File: src/rtl/utd_pkg.sv
// Shared types, constants and helper functions of the USB descriptor chain builder.
package utd_pkg;

   // Largest number of descriptors one transfer may produce.
   localparam int MAX_DESCRIPTORS = 64;
   localparam int RESULT_CAP      = 64;
   localparam int LIMIT           = (MAX_DESCRIPTORS > RESULT_CAP) ? RESULT_CAP
                                                                   : MAX_DESCRIPTORS;
   localparam int LIMIT_W         = $clog2(LIMIT + 1);

   // Field widths.
   localparam int LEN_W  = 16;
   localparam int MPS_W  = 10;
   localparam int ADDR_W = 32;
   localparam int WORD_W = 32;
   localparam int CODE_W = 11;

   // Width of the byte capacity product and of its compare against the length.
   localparam int PROD_W = MPS_W + LIMIT_W;
   localparam int CMP_W  = (PROD_W > LEN_W) ? PROD_W : LEN_W;

   // Direction codes and token PIDs.
   localparam logic [1:0] DIR_SETUP = 2'd0;
   localparam logic [1:0] DIR_IN    = 2'd1;
   localparam logic [7:0] PID_SETUP = 8'h2D;
   localparam logic [7:0] PID_IN    = 8'h69;
   localparam logic [7:0] PID_OUT   = 8'hE1;

   // Control word bits.
   localparam int CTL_ACTIVE_BIT = 23;
   localparam int CTL_IOC_BIT    = 24;
   localparam int CTL_LS_BIT     = 26;
   localparam int CTL_CERR_LO    = 27;
   localparam logic [1:0] CTL_CERR_VAL = 2'd3;

   // Length code of a zero-length packet.
   localparam logic [CODE_W-1:0] ZERO_LEN_CODE = 11'h7FF;

   typedef enum logic [1:0] {
      ST_IDLE,
      ST_CHECK,
      ST_EMIT
   } state_type;

   // Result of one pass through the packet step unit.
   typedef struct packed {
      logic [CODE_W-1:0] code;
      logic [LEN_W-1:0]  remain;
      logic [ADDR_W-1:0] addr_next;
      logic              last;
   } step_type;

   // Token PID of a direction code; the unused code is treated as out.
   function automatic logic [7:0] pid_of(input logic [1:0] dir);
      logic [7:0] pid;
      unique case (dir)
         DIR_SETUP: pid = PID_SETUP;
         DIR_IN:    pid = PID_IN;
         default:   pid = PID_OUT;
      endcase
      return pid;
   endfunction

endpackage

File: src/rtl/utd_step_unit.sv
// Packet step unit: cuts one packet off the remaining transfer.
module utd_step_unit (
   input  logic [utd_pkg::LEN_W-1:0]  bytes_left,
   input  logic [utd_pkg::MPS_W-1:0]  max_packet_size,
   input  logic [utd_pkg::ADDR_W-1:0] current_address,
   output utd_pkg::step_type          step
);
   import utd_pkg::*;

   logic [LEN_W-1:0] mps_ext;
   logic [LEN_W-1:0] chunk;
   logic [LEN_W-1:0] chunk_m1;

   // The packet is the smaller of the remaining bytes and the packet size.
   always_comb begin
      mps_ext  = LEN_W'(max_packet_size);
      chunk    = (bytes_left > mps_ext) ? mps_ext : bytes_left;
      chunk_m1 = chunk - LEN_W'(1);
   end

   // Remaining bytes, next address and the encoded packet length.
   always_comb begin
      step.remain    = bytes_left - chunk;
      step.addr_next = current_address + ADDR_W'(chunk);
      step.last      = (bytes_left <= mps_ext);
      step.code      = (chunk == '0) ? ZERO_LEN_CODE : chunk_m1[CODE_W-1:0];
   end

endmodule

File: src/rtl/usb_td_chain_builder.sv
// Top level of the USB transfer descriptor chain builder.
// The block takes one transfer request and emits one descriptor per packet of at
// most max_packet_size bytes, with the data toggle alternating from start_toggle and
// the buffer address advancing by each packet's length; a zero-length transfer gives
// one zero-length descriptor, and a transfer needing more than min(MAX_DESCRIPTORS, 64)
// packets gives a single result with too_many set. After a request is accepted, the
// check state tests the packet count (packet size times the limit against the length),
// then one descriptor is produced per cycle while the output register is free, by a
// shared subtract/add step unit; req_ready is high only between requests. Results
// sit in an output register, so a new request can be taken while the last result waits.
module usb_td_chain_builder (
   input  logic        clock,
   input  logic        reset,
   input  logic        req_valid,
   output logic        req_ready,
   input  logic [1:0]  req_direction,
   input  logic [6:0]  req_device_address,
   input  logic [3:0]  req_endpoint_number,
   input  logic        req_start_toggle,
   input  logic        req_low_speed,
   input  logic [15:0] req_transfer_length,
   input  logic [9:0]  req_max_packet_size,
   input  logic [31:0] req_buffer_address,
   output logic        rsp_valid,
   input  logic        rsp_ready,
   output logic [31:0] rsp_control_word,
   output logic [31:0] rsp_token_word,
   output logic [31:0] rsp_data_address,
   output logic        rsp_last_descriptor,
   output logic        rsp_too_many,
   output logic        rsp_next_toggle
);
   import utd_pkg::*;

   state_type state_ff, state_in;

   // Held request fields.
   logic [1:0]        dir_ff;
   logic [6:0]        dev_ff;
   logic [3:0]        ep_ff;
   logic              ls_ff;
   logic [MPS_W-1:0]  mps_ff;
   logic              start_tog_ff;

   // Working state of the transfer.
   logic [LEN_W-1:0]  bytes_left_ff, bytes_left_in;
   logic [ADDR_W-1:0] cur_addr_ff, cur_addr_in;
   logic              toggle_ff, toggle_in;

   // Output register.
   logic              rsp_valid_ff, rsp_valid_in;
   logic [WORD_W-1:0] ctl_ff, ctl_in;
   logic [WORD_W-1:0] tok_ff, tok_in;
   logic [ADDR_W-1:0] daddr_ff, daddr_in;
   logic              last_ff, last_in;
   logic              many_ff, many_in;
   logic              ntog_ff, ntog_in;

   logic              accept;
   logic              out_free;
   logic [PROD_W-1:0] limit_bytes;
   logic              too_many;
   logic [WORD_W-1:0] ctl_base;
   step_type          step;

   assign accept   = req_valid && req_ready;
   assign out_free = !rsp_valid_ff || rsp_ready;

   // Shared packet step unit.
   utd_step_unit u_step (
      .bytes_left      (bytes_left_ff),
      .max_packet_size (mps_ff),
      .current_address (cur_addr_ff),
      .step            (step)
   );

   // Packet count check: more packets than the limit means the length exceeds
   // limit times the packet size.
   always_comb begin
      limit_bytes = PROD_W'(mps_ff) * PROD_W'(LIMIT);
      too_many    = CMP_W'(bytes_left_ff) > CMP_W'(limit_bytes);
   end

   // Control word bits common to every descriptor of the request.
   always_comb begin
      ctl_base                                = '0;
      ctl_base[CTL_ACTIVE_BIT]                = 1'b1;
      ctl_base[CTL_LS_BIT]                    = ls_ff;
      ctl_base[CTL_CERR_LO+1:CTL_CERR_LO]     = CTL_CERR_VAL;
   end

   // Next state.
   always_comb begin
      state_in = state_ff;
      unique case (state_ff)
         ST_IDLE: begin
            if (accept) state_in = ST_CHECK;
         end
         ST_CHECK: begin
            if (too_many) begin
               if (out_free) state_in = ST_IDLE;
            end else begin
               state_in = ST_EMIT;
            end
         end
         ST_EMIT: begin
            if (out_free && step.last) state_in = ST_IDLE;
         end
         default: state_in = ST_IDLE;
      endcase
   end

   // Outputs of the sequencer: working state and result register loads.
   always_comb begin
      bytes_left_in = bytes_left_ff;
      cur_addr_in   = cur_addr_ff;
      toggle_in     = toggle_ff;
      rsp_valid_in  = rsp_valid_ff && !rsp_ready;
      ctl_in        = ctl_ff;
      tok_in        = tok_ff;
      daddr_in      = daddr_ff;
      last_in       = last_ff;
      many_in       = many_ff;
      ntog_in       = ntog_ff;
      req_ready     = 1'b0;
      unique case (state_ff)
         ST_IDLE: begin
            req_ready = 1'b1;
            if (accept) begin
               bytes_left_in = req_transfer_length;
               cur_addr_in   = req_buffer_address;
               toggle_in     = req_start_toggle;
            end
         end
         ST_CHECK: begin
            if (too_many && out_free) begin
               rsp_valid_in = 1'b1;
               ctl_in       = '0;
               tok_in       = '0;
               daddr_in     = '0;
               last_in      = 1'b1;
               many_in      = 1'b1;
               ntog_in      = start_tog_ff;
            end
         end
         ST_EMIT: begin
            if (out_free) begin
               rsp_valid_in             = 1'b1;
               ctl_in                   = ctl_base;
               ctl_in[CTL_IOC_BIT]      = step.last;
               tok_in                   = {step.code, 1'b0, toggle_ff, ep_ff, dev_ff,
                                           pid_of(dir_ff)};
               daddr_in                 = cur_addr_ff;
               last_in                  = step.last;
               many_in                  = 1'b0;
               ntog_in                  = step.last && !toggle_ff;
               bytes_left_in            = step.remain;
               cur_addr_in              = step.addr_next;
               toggle_in                = !toggle_ff;
            end
         end
         default: begin
            req_ready = 1'b0;
         end
      endcase
   end

   // Control registers.
   always_ff @(posedge clock) begin
      if (reset) begin
         state_ff     <= ST_IDLE;
         rsp_valid_ff <= 1'b0;
      end else begin
         state_ff     <= state_in;
         rsp_valid_ff <= rsp_valid_in;
      end
   end

   // Payload registers.
   always_ff @(posedge clock) begin
      if (accept) begin
         dir_ff       <= req_direction;
         dev_ff       <= req_device_address;
         ep_ff        <= req_endpoint_number;
         ls_ff        <= req_low_speed;
         mps_ff       <= req_max_packet_size;
         start_tog_ff <= req_start_toggle;
      end
      bytes_left_ff <= bytes_left_in;
      cur_addr_ff   <= cur_addr_in;
      toggle_ff     <= toggle_in;
      ctl_ff        <= ctl_in;
      tok_ff        <= tok_in;
      daddr_ff      <= daddr_in;
      last_ff       <= last_in;
      many_ff       <= many_in;
      ntog_ff       <= ntog_in;
   end

   assign rsp_valid           = rsp_valid_ff;
   assign rsp_control_word    = ctl_ff;
   assign rsp_token_word      = tok_ff;
   assign rsp_data_address    = daddr_ff;
   assign rsp_last_descriptor = last_ff;
   assign rsp_too_many        = many_ff;
   assign rsp_next_toggle     = ntog_ff;

   // An error result always closes its request.
   a_error_is_last: assert property (@(posedge clock) disable iff (reset)
      rsp_valid && rsp_too_many |-> rsp_last_descriptor)
      else $error("error result without last_descriptor");

   // The next toggle is reported only on the final result.
   a_ntog_only_last: assert property (@(posedge clock) disable iff (reset)
      rsp_valid && !rsp_last_descriptor |-> !rsp_next_toggle)
      else $error("next_toggle set on a non-final result");

   // An accepted request is always checked before any descriptor is built.
   a_accept_to_check: assert property (@(posedge clock) disable iff (reset)
      accept |=> state_ff == ST_CHECK)
      else $error("accepted request did not enter the check step");

   // The remaining byte count never grows while descriptors are built.
   a_bytes_shrink: assert property (@(posedge clock) disable iff (reset)
      state_ff == ST_EMIT && $past(state_ff) == ST_EMIT
      |-> bytes_left_ff <= $past(bytes_left_ff))
      else $error("remaining byte count increased");

endmodule

File: config.mk
export PLATFORM = sky130hd
export DESIGN_NAME = usb_td_chain_builder
export DESIGN_NICKNAME = d
export VERILOG_FILES = /design/src/rtl/utd_pkg.sv /design/src/rtl/utd_step_unit.sv /design/src/rtl/usb_td_chain_builder.sv
export SDC_FILE = /design/constraint.sdc
export NUM_CORES = 1
export LEC_CHECK = 0
export BUFFER_PORTS_ARGS = -buffer_cell sky130_fd_sc_hd__buf_2
export CORE_UTILIZATION = 55
export CTS_CLUSTER_DIAMETER = 120
export DETAILED_ROUTE_END_ITERATION = 10
export GPL_TIMING_DRIVEN = 0
export PLACE_DENSITY = 0.77
export SLEW_MARGIN = 20
export SYNTH_ARGS = -nofsm -noshare
export SYNTH_HDL_FRONTEND = slang
export SYNTH_SLANG_ARGS = --single-unit
File: constraint.sdc
create_clock -name clock -period 6 [get_ports clock]
set_input_delay 0.3 -clock clock [delete_from_list [all_inputs] [get_ports clock]]
set_output_delay 0.3 -clock clock [all_outputs]
set_load 0.02 [all_outputs]
==> flow_metrics.tcl <==
set metrics [dict create \
    num_rows 44 \
    async_flop_share 0 \
    drtIter0Drc 348 \
    fin_crit_sh 0.808 \
    startpoint_type "flop" \
    gr-usage-all-layers 0.251 \
    tightest_slew_ps 1080 \
    root_buffer "clkbuf_16" \
    nFillCells 1095 \
    wirelength_um 18400 \
    portBuffers 147 \
    clk_latency_ps 430 \
    clockBufferDepth 2 \
    finClkSkew_ps 11.3 \
    drtPass1Iterations 5 \
    antenna_cells 0 \
    max_slew_margin 0.271 \
    synthCells 727 \
    cts_num_sinks 142 \
    netlist_area_um2 8210 \
    power_leakage_nw 4.14 \
    drcViolationCount 0 \
    place.gp.congestion 0.930 \
    synth_edf_count 139 \
    hp-class "input pin to flop" \
    max_stage_delay_ps 500 \
    total_power_w 0.00490 \
    htree_levels 4 \
    nets 1061 \
    period_minus_slack_ps 4850 \
    status "completed" \
    whs_ps 37.7 \
    critPathKind "flop to flop" \
    rsz0062_at_grt "false" \
    max_freq_ghz 0.206 \
    slew_viol_final 0 \
    wl_per_cell_um 16.3 \
    syn_to_final_growth_pct 21.7 \
    grt_overflow 0 \
    max_cap_viol_count 0 \
    cts_made_buffers 17 \
    cts_resized 0 \
    ys_types 62 \
    peakVddDrop_uv 295 \
    powerDensity_nw_per_um2 490 \
    ant_nets 0 \
    worstPathMaxFanout 10 \
    dp_hpwl_um 13700 \
    antenna_found_initial 0 \
    end_kind "flop" \
    die_w_um 124 \
    grt_max_degree 29 \
    cp.arrival_ps 5000 \
    yosysSeqAreaShare 0.516 \
    path_clk_slew_ps 60 \
    synth_ff_type "edfxtp_1" \
    dieArea_um2 15400 \
    coreArea_um2 14500 \
    ys.warnings.count 0 \
    slowest_stage "or4b_4" \
    cts_tree "done" \
    grt_pass1_wl_um 28400 \
    ys_ff_latch 142 \
    setup-violations-final 0 \
    cts_setup_buffers 0 \
    pin_count 178 \
    via_per_inst 5.40 \
    die_h_um 124 \
    cts_hold_buf 0 \
    drive_above_1_share 0.259 \
    required_ps 6150 \
    avgSynthCellArea_um2 11.3 \
    hold_viol 0 \
    num_vias 6097 \
    crit_chain "inv_1 -> ha_1 -> a211oi_1 -> nor2_1 -> or4b_4 -> o21ai_4 -> buf_6 -> buf_2 -> nand2_1 -> o21ai_0 -> inv_1 -> fa_1 -> nor2b_1 -> o31a_1 -> o21ai_0 -> nand3_1 -> nand4_1 -> xor2_1 -> a21oi_1" \
    grt_pass1_vias 5773 \
    initial_core_util 0.565 \
]
## synth_stat cells, drive strengths merged, types with 4 or more instances
| master | n | area, um2 |
|---|---|---|
| mux2 | 14 | 158 |
| nand2 | 34 | 128 |
| xnor2 | 31 | 272 |
| mux2i | 8 | 80.1 |
| a21oi | 45 | 229 |
| xor2 | 18 | 158 |
| nand2b | 11 | 68.8 |
| nor2b | 12 | 75.1 |
| nor3 | 13 | 65.1 |
| nand3b | 5 | 37.5 |
| buf | 42 | 299 |
| nor2 | 56 | 210 |
| or3 | 6 | 37.5 |
| o211ai | 8 | 60.1 |
| and3 | 5 | 31.3 |
| nand3 | 15 | 75.1 |
| nand4 | 8 | 50.1 |
| clkbuf | 14 | 52.6 |
| inv | 29 | 109 |
| nor4 | 4 | 31.3 |
| a211oi | 9 | 72.6 |
| edfxtp | 139 | 4170 |
| o21ai | 31 | 166 |
| ha | 50 | 626 |
| o21a | 14 | 105 |
| a21o | 12 | 91.3 |
| and2 | 51 | 319 |
| and4 | 4 | 35.0 |
## routing by layer
metal / vias up / wire, um / global-route usage
met5: - / 0 / 0
met4: 0 / 415 / 0.109
met3: 32 / 1010 / 0.0572
met2: 180 / 9110 / 0.423
met1: 2883 / 7900 / 0.308
li1: 3002 / - / -
## state kept, by name, summed over array words and instances (netlist names)
name / flops
cur_addr_ff: 32
rsp_data_address: 32
rsp_token_word: 27
bytes_left_ff: 16
mps_ff: 10
dev_ff: 7
ep_ff: 4
rsp_control_word: 3
dir_ff: 2
state_ff: 2
ls_ff: 1
rsp_last_descriptor: 1
rsp_next_toggle: 1
rsp_too_many: 1
rsp_valid: 1
start_tog_ff: 1
toggle_ff: 1
## cells by family after synthesis
group,count (synthesis),synth area share
simple gates,232,0.151
compound gates,143,0.114
flops,142,0.516
buf+inv,86,0.0566
fa+ha+maj,52,0.0811
xor+xnor,49,0.0523
mux,22,0.0290
other cells,1,0.000457
## layout make-up
class	count	area [um2]	area share
sequential	142	4230	0.424
multi-input combinational	534	3660	0.366
timing repair buffer	151	838	0.0839
clock buffer	18	429	0.0430
buffer	56	352	0.0352
tap	184	230	0.0230
clock inverter	14	134	0.0134
inverter	30	113	0.0113
## cells in the final DEF (no fill, tap or decap), types with 6 or more instances in the layout
cell,Yosys,routed
a21o_1,11,11
a21oi_1,44,43
edfxtp_1,139,139
nor2_1,56,55
nor3_1,13,13
nand2b_1,11,11
and2_1,51,50
nand4_1,8,8
inv_1,29,29
or3_1,6,6
conb_1,1,36
mux2_2,14,14
o211ai_1,8,8
ha_1,50,50
nand2_1,34,34
clkbuf_1,14,15
a211oi_1,8,8
clkbuf_16,0,17
xnor2_1,31,31
nor2b_1,12,12
xor2_1,18,18
nand3_1,15,15
buf_2,2,149
mux2i_1,8,8
buf_4,35,35
o21ai_0,29,29
o21a_1,14,14
## report_power, final
| part | switching (W) | total (W) | internal (W) | leakage [nW] |
|---|---|---|---|---|
| Combinational | 0.00127 | 0.00210 | 0.000831 | 2.52 |
| Sequential | 0.000211 | 0.00178 | 0.00157 | 1.35 |
| Clock | 0.000435 | 0.00101 | 0.000577 | 0.268 |
| Total | 0.00192 | 0.00490 | 0.00298 | 4.14 |
## metrics by stage
| stage | TNS [ps] | instance area (um2) | instances | setup WS [ps] | util |
|---|---|---|---|---|---|
| global placement | -27350 | 9310 | 1093 | -392 | 0.640 |
| floorplan | 0 | 8340 | 762 | 1220 | - |
| finish | 0 | 9990 | 1129 | 1150 | 0.687 |
| CTS | 0 | 9990 | 1129 | 1200 | 0.687 |
| global route | 0 | 9990 | 1129 | 766 | 0.687 |
| detailed placement | 0 | 9430 | 1097 | 1220 | 0.649 |
## worst max-delay path, delay by kind of cell (launching register included)
family / cells / cell delay [ps]
buf+inv: 4 / 780
simple gates: 6 / 1340
flops: 1 / 430
compound gates: 6 / 1090
xor+xnor: 1 / 170
fa+ha+maj: 2 / 760
## final timing paths
check	from	end	slack [ps]	cells past startpoint
setup / recovery	mps_ff[5]	cur_addr_ff[28]	1150	19
setup reg to reg	mps_ff[5]	cur_addr_ff[28]	1150	19
hold / removal	req_max_packet_size[8]	mps_ff[8]	40	1
hold reg to reg	state_ff[0]	state_ff[0]	490	2
No activity file was read; power rests on OpenSTA's default activity.
